`src/rtl/core/bf3h_pkg.sv`:
```
// Shared types and constants of the three-hash Bloom filter.
package bf3h_pkg;

   localparam int HASH_W          = 64;
   localparam int NUM_HASH        = 3;
   localparam int WORD_BITS       = 32;
   localparam int WORD_SHIFT      = $clog2(WORD_BITS);
   localparam int FILTER_BITS_DEF = 65536;
   localparam int MOD_STEP_BITS   = 4;

   localparam logic [31:0]       FNV_MULT = 32'h811C9DC5;
   localparam logic [31:0]       RS_STEP  = 32'd378551;
   localparam logic [31:0]       RS_START = 32'd63689;
   localparam logic [HASH_W-1:0] JS_START = 64'd1315423911;

   localparam logic FUNC_INSERT = 1'b0;
   localparam logic FUNC_LOOKUP = 1'b1;

   typedef enum logic [3:0] {
      ST_CLEAR,
      ST_IDLE,
      ST_HASH,
      ST_MOD_START,
      ST_MOD_WAIT,
      ST_READ,
      ST_READ_TAIL,
      ST_WRITE,
      ST_DONE
   } ctrl_state_type;

   typedef struct packed {
      logic step;
      logic last;
   } hash_cmd_type;

endpackage

```
`src/rtl/core/bf3h_mod.sv`:
```
// Reduction of the three final hashes modulo the filter size.
module bf3h_mod
   import bf3h_pkg::*;
#(
   parameter int FILTER_BITS = FILTER_BITS_DEF,
   parameter int IDX_W       = $clog2(FILTER_BITS_DEF)
) (
   input  logic                             clock,
   input  logic                             reset,
   input  logic                             start,
   input  logic [NUM_HASH-1:0][HASH_W-1:0]  vals,
   output logic                             done,
   output logic [NUM_HASH-1:0][IDX_W-1:0]   idx
);

   if ((FILTER_BITS & (FILTER_BITS - 1)) == 0) begin : g_pow2
      logic                           done_ff;
      logic [NUM_HASH-1:0][IDX_W-1:0] idx_ff;

      always_ff @(posedge clock) begin
         if (reset) begin
            done_ff <= 1'b0;
         end else begin
            done_ff <= start;
         end
      end

      always_ff @(posedge clock) begin
         if (start) begin
            for (int l = 0; l < NUM_HASH; l++) begin
               idx_ff[l] <= vals[l][IDX_W-1:0];
            end
         end
      end

      assign done = done_ff;
      assign idx  = idx_ff;
   end else begin : g_serial
      localparam int RW    = IDX_W + 1;
      localparam int STEPS = HASH_W / MOD_STEP_BITS;
      localparam int CW    = $clog2(STEPS);

      logic                            busy_ff, done_ff;
      logic [CW-1:0]                   cnt_ff;
      logic [NUM_HASH-1:0][HASH_W-1:0] val_ff;
      logic [NUM_HASH-1:0][IDX_W-1:0]  rem_ff, rem_in;

      always_comb begin
         logic [RW-1:0] r;
         r = '0;
         for (int l = 0; l < NUM_HASH; l++) begin
            r = {1'b0, rem_ff[l]};
            for (int s = 0; s < MOD_STEP_BITS; s++) begin
               r = {r[IDX_W-1:0], val_ff[l][HASH_W-1-s]};
               if (r >= RW'(FILTER_BITS)) begin
                  r = r - RW'(FILTER_BITS);
               end
            end
            rem_in[l] = r[IDX_W-1:0];
         end
      end

      always_ff @(posedge clock) begin
         if (reset) begin
            busy_ff <= 1'b0;
            done_ff <= 1'b0;
            cnt_ff  <= '0;
         end else begin
            done_ff <= 1'b0;
            if (start) begin
               busy_ff <= 1'b1;
               cnt_ff  <= '0;
            end else if (busy_ff) begin
               cnt_ff <= cnt_ff + 1'b1;
               if (cnt_ff == CW'(STEPS - 1)) begin
                  busy_ff <= 1'b0;
                  done_ff <= 1'b1;
               end
            end
         end
      end

      always_ff @(posedge clock) begin
         if (start) begin
            val_ff <= vals;
            rem_ff <= '0;
         end else if (busy_ff) begin
            for (int l = 0; l < NUM_HASH; l++) begin
               val_ff[l] <= val_ff[l] << MOD_STEP_BITS;
            end
            rem_ff <= rem_in;
         end
      end

      assign done = done_ff;
      assign idx  = rem_ff;
   end

endmodule

```
`config.mk`:
```
export PLATFORM = sky130hd
export DESIGN_NAME = bf3h_mod
export DESIGN_NICKNAME = d
export VERILOG_FILES = /design/src/rtl/core/bf3h_pkg.sv /design/src/rtl/core/bf3h_mod.sv
export SDC_FILE = /design/constraint.sdc
export NUM_CORES = 1
export LEC_CHECK = 0
export CORE_AREA = 2 2 93 95
export DETAILED_ROUTE_END_ITERATION = 6
export DIE_AREA = 0 0 95 97
export DONT_BUFFER_PORTS = 1
export SETUP_SLACK_MARGIN = 0.3
export SLEW_MARGIN = 25
export SYNTH_ARGS = -nofsm -noshare
export SYNTH_HDL_FRONTEND = slang
export SYNTH_SLANG_ARGS = --single-unit
```
`constraint.sdc`:
```
create_clock -name clock -period 0.8 [get_ports clock]
set_input_delay 0.04 -clock clock [delete_from_list [all_inputs] [get_ports clock]]
set_output_delay 0.04 -clock clock [all_outputs]
set_load 0.1 [all_outputs]
```
=== After elaboration in Yosys (flattened, before gate mapping) ===
Index checks and enable logic that the tools add are counted.

* Add/subtract/negate cells: 0
* $mul: 0
* Divide/modulo/power cells: 0
* Magnitude comparators: 0
* Equality and inequality tests: 0
* Shift operators: 0
* Mux-type cells: 0
* Bitwise logic cells: 0
* Reduce and logical (&&, ||, !) cells: 0

* Flip-flop bits (word level): 49
* Latch bits: 0
* Memory bits (writable): 0
* ROM bits: 0
* Input port bits: 195
* Output and inout bits: 49
* Memories kept: 0

=== Longest topological paths before layout ===
Gate-level depths: netlist of the first run.

* Word-level depth: 0
* Gate-level depth with buffers: 1
* Mapped depth without buffers: 1

=== Least setup slack after synthesis of the first run ===
No wires, ideal clock.

* Path kind: reg-to-output
* Start point: register g_pow2.done_ff (netlist: done)
* End point: output port done
* Arrival: 0.909 ns
* Required time: 0.760 ns
* Setup slack: -0.149 ns
* Stages on the path, launching flop included: 1
* Buffers on the path: 0
* Path through: dfxtp_1

{| class="wikitable"
|+ RTL lines
! what !! RTL line !! RTL
|-
| from (decl) || bf3h_mod.sv:17 || <nowiki>logic done_ff;</nowiki>
|-
| from (signal assigned) || bf3h_mod.sv:24 || <nowiki>done_ff <= start;</nowiki>
|-
| to (decl) || bf3h_mod.sv:12 || <nowiki>output logic done,</nowiki>
|}

No word-level cell between the ends.

=== Worst setup path after layout of the first run ===
* Start point: register g_pow2.idx_ff (netlist bit idx[9])
* End point: output port idx[9] in the netlist's numbering

{| class="wikitable"
|+ RTL lines
! what !! RTL line !! RTL
|-
| from (decl) || bf3h_mod.sv:18 || <nowiki>logic [NUM_HASH-1:0][IDX_W-1:0] idx_ff;</nowiki>
|-
| from (signal, indexed assignment) || bf3h_mod.sv:31 || <nowiki>idx_ff[l] <= vals[l][IDX_W-1:0];</nowiki>
|-
| to (decl) || bf3h_mod.sv:13 || <nowiki>output logic [NUM_HASH-1:0][IDX_W-1:0] idx</nowiki>
|}

No word-level cell between the ends.

==> results of run 1 <==
==> metrics by stage <==
step | cells | hold slack [ps] | TNS, ps
6_report | 249 | -165.0 | -7054
3_5_place_dp | 204 | 98.14 | 0
4_1_cts | 213 | -178.9 | -7974
5_1_grt | 248 | -187.2 | -8981
2_1_floorplan | 50 | 96.90 | -6913
3_3_place_gp | 204 | 97.98 | 0
==> power breakdown <==
part	switching [uW]	internal, uW	total [uW]
registers	157	3050	3210
logic	1550	837	2380
clock network	788	920	1710
total	2490	4810	7300
==> layer usage <==
metal | part of all wire (%) | vias up | wire length (um) | track usage, %
li1 | - | 382 | - | -
met1 | 32 | 400 | 1203 | 7.393
met2 | 50 | 66 | 1856 | 11.46
met3 | 16 | 4 | 605 | 6.464
met4 | 1.2 | 0 | 43 | 3.679
met5 | 0 | - | 0 | 0
==> cell type report <==
class                           instances  area share [%]
Timing Repair Buffer                   84           43.59
Sequential cell                        49           47.89
Antenna cell                            2          0.1639
Multi-Input combinational cell          1          0.4506
Clock inverter                          3           1.352
Clock buffer                            5           2.253
Tap cell                              105           4.302
==> flip-flops by register name, indices dropped and copies added, names as in the netlist <==
name	cells
idx	48
done	1
==> cell usage after synthesis (all sizes together) <==
cell,number
edfxtp,48
dfxtp,1
nor2b,1
==> how the worst max path moves through the flow <==
stage            from  endpoint
4_1_cts        idx[9]    idx[9]
5_1_grt        idx[7]    idx[7]
3_5_place_dp   idx[9]    idx[9]
6_report       idx[9]    idx[9]
3_3_place_gp   idx[5]    idx[5]
2_1_floorplan  idx[0]    idx[0]
==> cell families (layout without fill, tap and decap cells) <==
| kind of cell | after synthesis | after routing | synth area share (%) |
|---|---|---|---|
| flip-flops | 49 | 49 | 99.07 |
| AND/OR/NAND/NOR | 1 | 1 | 0.9328 |
| buffers and inverters | 0 | 92 | 0 |
| other | 0 | 2 | 0 |
==> what timing repair did <==
action	4_1_cts	5_1_grt
endpoints found under the hold margin	97	97
setup endpoints to repair	49	49
resized for setup	0	0
setup buffers	0	0
hold buffers	1	34
==> run summary, run 1 <==
register area -> 0.001463 mm^2
GP Congestion -> 0.6298
status -> finished, violations left
post-synthesis register bit count -> 49
CTS tree -> built
die height -> 97 um
Routed WL per cell -> 14.89 um
pwr/cell area -> 2390 mW/mm^2
Seq/Total Area, Yosys -> 99.07%
crit path capture type -> output pin
I/O Buffers -> 0
largest fanout on the critical path -> 1
most frequent cells in the layout -> buf_12, edfxtp_1, dlygate4sd3_1
final worst slack -> -167.1 ps
vias per cell -> 3.422
Root Buffer -> clkbuf_8
worst min-delay path class -> input pin to flop
Leakage -> 0.001143 uW
multi-input logic area -> 13.76 um^2
Finished Core Util -> 37.55%
Placement Setup Slack -> 153.4 ps
hold path start -> vals[12]
final instance area -> 0.003054 mm^2
failing checks -> hold timing, setup timing
H-tree depth -> 2
grt ovf -> 0
final setup fails -> 49
largest net degree at the start of global routing -> 50
Synth Instances -> 50
Routed Antenna Nets -> 0
Worst EP arrival -> 930 ps
Tcrit/Tclk final -> 120.9%
initial antenna violation count -> 2
Min-Delay Endpoint -> idx[12]
RSZ-0062 raised after global routing -> true
Mapped Area -> 0.001475 mm^2
Nets -> 336
die area -> 0.009215 mm^2
I/O pin count -> 244
stages on the worst setup path -> 1
starting density of the core -> 18.14%
Hold Path Depth -> 0
Max Slew Vio Count -> 0
Crit path largest cell delay -> 440 ps
number of fill cells -> 720
Net Count, Synth -> 245
vias -> 852
DR iter-0 viols -> 27
actual slew at the worst max-slew pin -> 133.4 ps
Req. time, crit path -> 760 ps
Synth area leader -> edfxtp_1
Core Area -> 0.008134 mm^2
Power, Total -> 7300 uW
synth warn -> 0
drt total wl -> 3.708 mm
critical path launch point type -> flop
syn avg cell area -> 29.50 um^2
TritonCTS Sinks -> 49
total track usage -> 7.665%
Top delay family on crit path -> flip-flops
Die Span X -> 95 um
min cycle time layout -> 967.1 ps
Netlist cell types -> 3
Layout area overhead -> 107.0%
top cell type's share of synthesized area -> 97.71%
peak supply drop -> 932.9 uV
Critical Path Slowest Stage Cell -> edfxtp_1
Placement Cell Area -> 0.002589 mm^2
Synth area leaders -> edfxtp_1, dfxtp_1, nor2b_4
Highest Clock Rate -> 1034 MHz
hold_ws -> -165.0 ps
MaxCap Viol Count -> 0
final hold vios -> 63
number of global-route vias before repair -> 775
CTS max path bufs -> 2
commonest non-fill, non-tap cell in the layout -> buf_12
ordered list of cells on the worst path -> buf_12
DRC -> 0
Reg clk slew, reported paths -> 90 ps
Slew Limit Headroom -> 91.12%
Detailed Routing Iterations Pass 1 -> 3
first-pass GRT wire length -> 4.940 mm
CTS Buf Count -> 5
layout cells sized above 1 -> 40.85%
worst path bufs/invs -> 1
Crit Path Class -> flop to output pin
row cnt -> 33
(Power assumes the default switching activity.)
==> run 2: changes to the inputs <==
CORE_AREA = 2 2 94 96   (was 2 2 93 95)
DIE_AREA = 0 0 96 98   (was 0 0 95 97)
clock period = 0.9 ns   (was 0.8 ns; I/O delays follow)
==> run 2 against run 1 <==
Compared with the run above:
- the flow still finishes with violations (hold timing, setup timing)
- total power decreased by 10%
- cell area is 4.5% higher
- global-route usage increased by 0.34 points
- count of clock-buffer cells in the layout grew 1
- die area grew 2.1%
- worst hold slack improved by 21 ps
- combinational power shrank 9.2%
- final cell count is 6.0% higher
- critical path type unchanged
- critical endpoint is now idx[24]
==> run summary, run 2 (synthesis results as in run 1) <==
status -> finished, violations left
failing checks -> hold timing, setup timing
DR iter-0 viols -> 26 (-3.7%)
pwr/cell area -> 2057 mW/mm^2 (-14%)
Max Slew Vio Count -> 0 (unchanged)
n_diodes -> 0 (-2)
Worst EP arrival -> 930 ps (about the same)
combinational share of power -> 33.0% (+0.3 points)
Placed Cells -> 207 (+1.5%)
Highest Clock Rate -> 1028 MHz
Die Span X -> 96 um (+1.1%)
RSZ-0062 raised after global routing -> true
Routed Antenna Nets -> 0 (unchanged)
drt total wl -> 3.693 mm (-0.40%)
H-tree depth -> 2 (unchanged)
Tcrit/Tclk final -> 108.1%
most frequent cells in the layout -> dlygate4sd3_1, buf_12, edfxtp_1
final worst slack -> -72.90 ps (+94.19 ps)
die area -> 0.009408 mm^2 (+2.1%)
Layout area overhead -> 116.3%
vias per cell -> 3.394 (-0.81%)
Seq pwr share -> 43.5% (-0.4 points)
MaxCap Viol Count -> 0 (unchanged)
critical path launch point type -> flop
starting density of the core -> 17.43% (-0.71 points)
worst min-delay path class -> input pin to flop
Slew Limit Headroom -> 91.30% (+0.17 points)
Post-CTS Setup Bufs -> 0 (unchanged)
final setup fails -> 48 (-2.0%)
switching share of total power -> 34.15% (about the same)
CTS max path bufs -> 2 (unchanged)
Req. time, crit path -> 850 ps (+90 ps)
Top delay family on crit path -> flip-flops
Reg clk slew, reported paths -> 90 ps (about the same)
cts hold-fix bufs -> 49 (+48)
number of global-route vias before repair -> 1,047 (+35%)
actual slew at the worst max-slew pin -> 130.8 ps (-2.607 ps)
Sw Pwr -> 2241 uW (-10%)
ordered list of cells on the worst path -> buf_12
initial antenna violation count -> 0 (-2)
peak supply drop -> 727.1 uV (-22%)
max reg flops -> 48 (unchanged)
largest net degree at the start of global routing -> 50 (unchanged)
Leakage -> 0.001205 uW (+5.4%)
Detailed Routing Iterations Pass 1 -> 4 (+1)
Routed WL per cell -> 13.99 um (-6.1%)
Core Area -> 0.008466 mm^2 (+4.1%)
final hold vios -> 49 (-22%)
hold_ws -> -143.6 ps (+21.43 ps)
Crit Path Class -> flop to output pin
Root Buffer -> clkbuf_8
Critical Path Slowest Stage Cell -> edfxtp_1
Nets -> 350 (+4.2%)
grt ovf -> 0 (unchanged)
largest fanout on the critical path -> 1 (unchanged)
Fin Setup TNS -> -2669 ps (+4385 ps)
first-pass GRT wire length -> 5.526 mm (+12%)
TritonCTS Sinks -> 49 (unchanged)
die height -> 98 um (+1.0%)
layout cells sized above 1 -> 37.18% (-3.7 points)
P_int -> 4323 uW (-10%)
worst path bufs/invs -> 1 (unchanged)
non-filler cells, final -> 264 (+6.0%)
min cycle time layout -> 972.9 ps
Clock Power Share -> 23.6% (+0.2 points)
vias -> 896 (+5.2%)
CTS tree -> built
Finished Core Util -> 37.69% (+0.14 points)
Resized Gates After CTS -> 0 (unchanged)
I/O Buffers -> 0 (unchanged)
CTS Buf Count -> 5 (unchanged)
total track usage -> 8.007% (+0.34 points)
row cnt -> 34 (+3.0%)
GP Congestion -> 0.6312 (+0.22%)
DRC -> 0 (unchanged)
Crit path largest cell delay -> 440 ps (about the same)
I/O pin count -> 244 (unchanged)
crit path capture type -> output pin
-- run 2: path summary, 6_finish.rpt --
path                  startpoint  endpoint  cells past startpoint
worst max-delay path     idx[24]   idx[24]                      1
worst min-delay path       start    idx[3]                      0
-- run 2: final cells by class --
type | count | area (um^2)
flip-flops and latches | 49 | 1463
clock buffers | 6 | 72.57
well taps | 108 | 135.1
clock inverters | 2 | 35.03
fillers | 791 | 5275
multi-input cells | 1 | 13.76
repair buffers | 98 | 1471
-- run 2: repair_timing --
item,CTS,global route
setup endpoints to repair,49,49
hold endpoints to repair,97,49
gates cloned,0,0
-- run 2: through the flow --
stage | hold WS, ps | cell area [um^2] | power, uW | setup slack, ps
floorplan | 101.9 | 1476 | 4090 | -49.02
finish | -143.6 | 3191 | 6564 | -72.90
CTS | -162.9 | 3191 | 6676 | -101.4
global route | -167.3 | 3191 | 6789 | -113.4
global placement | 103.0 | 2592 | 4913 | 267.4
detailed placement | 103.4 | 2592 | 4923 | 251.4
-- run 2: power by group through the flow --
stage | Sequential (uW) | Combinational, uW | Clock, uW
2_1_floorplan | 4090 | 3.93 | 0
6_report | 2850 | 2160 | 1550
3_3_place_gp | 2900 | 2010 | 0
4_1_cts | 2860 | 2180 | 1630
3_5_place_dp | 2910 | 2010 | 0
5_1_grt | 2870 | 2210 | 1710
-- run 2: metal layers --
metal,part of all wire [%],track usage [%]
met3,11,3.858
met2,52,13.68
met4,0.73,2.308
met5,0,0
met1,36,8.696
==> run 3: changes to the inputs <==
REMOVE_ABC_BUFFERS = 1   (was default)
==> run 3 against run 2 <==
Compared with the run above:
- the flow still finishes with violations (hold timing, setup timing)
- non-clock buffer count unchanged
- flip-flop and latch count unchanged
- worst setup slack got worse by 2.5 ps
- sequential power about the same
- clock power decreased by 21%
- largest cell class unchanged
- sequential share of layout area increased by 0.36 points
- critical path type unchanged
- total power decreased by 5.0%
- core utilization decreased by 0.30 points
- combinational power about the same
- via count increased by 1.6%
==> run summary, run 3 (synthesis results as in run 1) <==
status -> finished, violations left
failing checks -> hold timing, setup timing
MaxCap Viol Count -> 0 (unchanged)
drt total wl -> 3.717 mm (+0.65%)
Fin Setup TNS -> -2549 ps (+120.2 ps)
TritonCTS Sinks -> 49 (unchanged)
switching share of total power -> 35.30% (+1.2 points)
final worst slack -> -75.39 ps (-2.485 ps)
most frequent cells in the layout -> dlygate4sd3_1, buf_12, edfxtp_1
DR iter-0 viols -> 16 (-38%)
Crit Path Class -> flop to output pin
cts hold-fix bufs -> 49 (unchanged)
Tcrit/Tclk final -> 108.4% (+0.28 points)
starting density of the core -> 17.43% (unchanged)
number of global-route vias before repair -> 1,048 (+0.096%)
ordered list of cells on the worst path -> buf_12
Routed Antenna Nets -> 0 (unchanged)
die height -> 98 um (unchanged)
worst path bufs/invs -> 1 (unchanged)
Core Area -> 0.008466 mm^2 (unchanged)
row cnt -> 34 (unchanged)
Slew Limit Headroom -> 90.40% (-0.90 points)
die area -> 0.009408 mm^2 (unchanged)
largest fanout on the critical path -> 1 (unchanged)
Worst EP arrival -> 930 ps (about the same)
layout cells sized above 1 -> 37.18% (unchanged)
actual slew at the worst max-slew pin -> 144.3 ps (+13.49 ps)
CTS max path bufs -> 2 (unchanged)
DRC -> 0 (unchanged)
largest net degree at the start of global routing -> 50 (unchanged)
number of fill cells -> 764 (-3.4%)
grt ovf -> 0 (unchanged)
Crit path largest cell delay -> 440 ps (about the same)
Die Span X -> 96 um (unchanged)
Seq pwr share -> 45.8% (+2.3 points)
max reg flops -> 48 (unchanged)
RSZ-0062 raised after global routing -> true
final setup fails -> 48 (unchanged)
P_int -> 4036 uW (-6.6%)
total track usage -> 7.966% (-0.041 points)
pwr/cell area -> 1971 mW/mm^2 (-4.2%)
min cycle time layout -> 975.4 ps (+2.485 ps)
Routed WL per cell -> 14.08 um (+0.65%)
critical path launch point type -> flop
I/O Buffers -> 0 (unchanged)
stages on the worst setup path -> 1 (unchanged)
combinational share of power -> 34.7% (+1.7 points)
worst min-delay path class -> input pin to flop
first-pass GRT wire length -> 5.471 mm (-1.0%)
vias -> 910 (+1.6%)
Sw Pwr -> 2202 uW (-1.7%)
Top delay family on crit path -> flip-flops
crit path capture type -> output pin
CTS Buf Count -> 5 (unchanged)
Nets -> 350 (unchanged)
Req. time, crit path -> 850 ps (about the same)
Reg clk slew, reported paths -> 90 ps (about the same)
crit path to -> idx[37]
n_diodes -> 0 (unchanged)
vias per cell -> 3.447 (+1.6%)
final hold vios -> 49 (unchanged)
Layout area overhead -> 114.6%
CTS tree -> built
GP Congestion -> 0.5998 (-5.0%)
Power, Total -> 6238 uW (-5.0%)
Leakage -> 0.001195 uW (-0.85%)
peak supply drop -> 854.8 uV (+18%)
Max Slew Vio Count -> 0 (unchanged)
initial antenna violation count -> 0 (unchanged)
Root Buffer -> clkbuf_8
Highest Clock Rate -> 1025 MHz (-0.25%)
Detailed Routing Iterations Pass 1 -> 2 (-2)
Worst Setup SP -> idx[37]
hold path start -> start
Clock Power Share -> 19.5% (-4.1 points)
I/O pin count -> 244 (unchanged)
hold_ws -> -147.1 ps (-3.494 ps)
H-tree depth -> 2 (unchanged)
Critical Path Slowest Stage Cell -> edfxtp_1
==> run 3: cell type report <==
cell class	count	area (um^2)	area share (%)
Clock buffer	6	72.57	2.292
Tap cell	108	135.1	4.269
Sequential cell	49	1463	46.21
Timing Repair Buffer	98	1471	46.48
Clock inverter	2	10.01	0.3162
Multi-Input combinational cell	1	13.76	0.4348
==> run 3: routing by layer <==
metal	routed length (um)	part of all wire, %	global-route usage, %
met3	367	9.9	3.395
met4	36	0.97	1.978
met5	0	0	0
met2	2079	56	15.06
met1	1234	33	7.730
==> run 3: metrics by stage <==
stage	hold slack, ps	worst slack, ps	cell area, um^2	utilization [%]	instances
after floorplan	109.3	-53.98	1475	-	50
after global placement	110.1	267.1	2591	30.61	207
after detailed placement	111.2	243.6	2591	30.61	207
after CTS	-164.0	-105.4	3166	37.39	264
after global routing	-171.0	-118.4	3166	37.39	264
final	-147.1	-75.39	3166	37.39	264
==> run 3: power groups by stage <==
stage	Sequential (uW)	Clock, uW	Combinational, uW
finish	2860	1220	2160
global route	2880	1380	2210
CTS	2860	1300	2180
detailed placement	2920	0	2000
global placement	2900	0	2010
floorplan	4090	0	3.93
==> run 3: timing repair <==
| item | CTS | global route |
|---|---|---|
| endpoints found under the setup margin | 49 | 49 |
| setup buffers | 0 | 0 |
| gates resized for setup | 1 | 0 |
| hold endpoints to repair | 97 | 49 |
==> run 3: worst min-delay path by stage <==
stage	endpoint	slack, ps	cells after the start
6_report	idx[24]	-150	0
5_1_grt	idx[7]	-170	0
4_1_cts	idx[24]	-160	0
3_5_place_dp	done	110	1
3_3_place_gp	done	110	1
2_1_floorplan	done	110	1
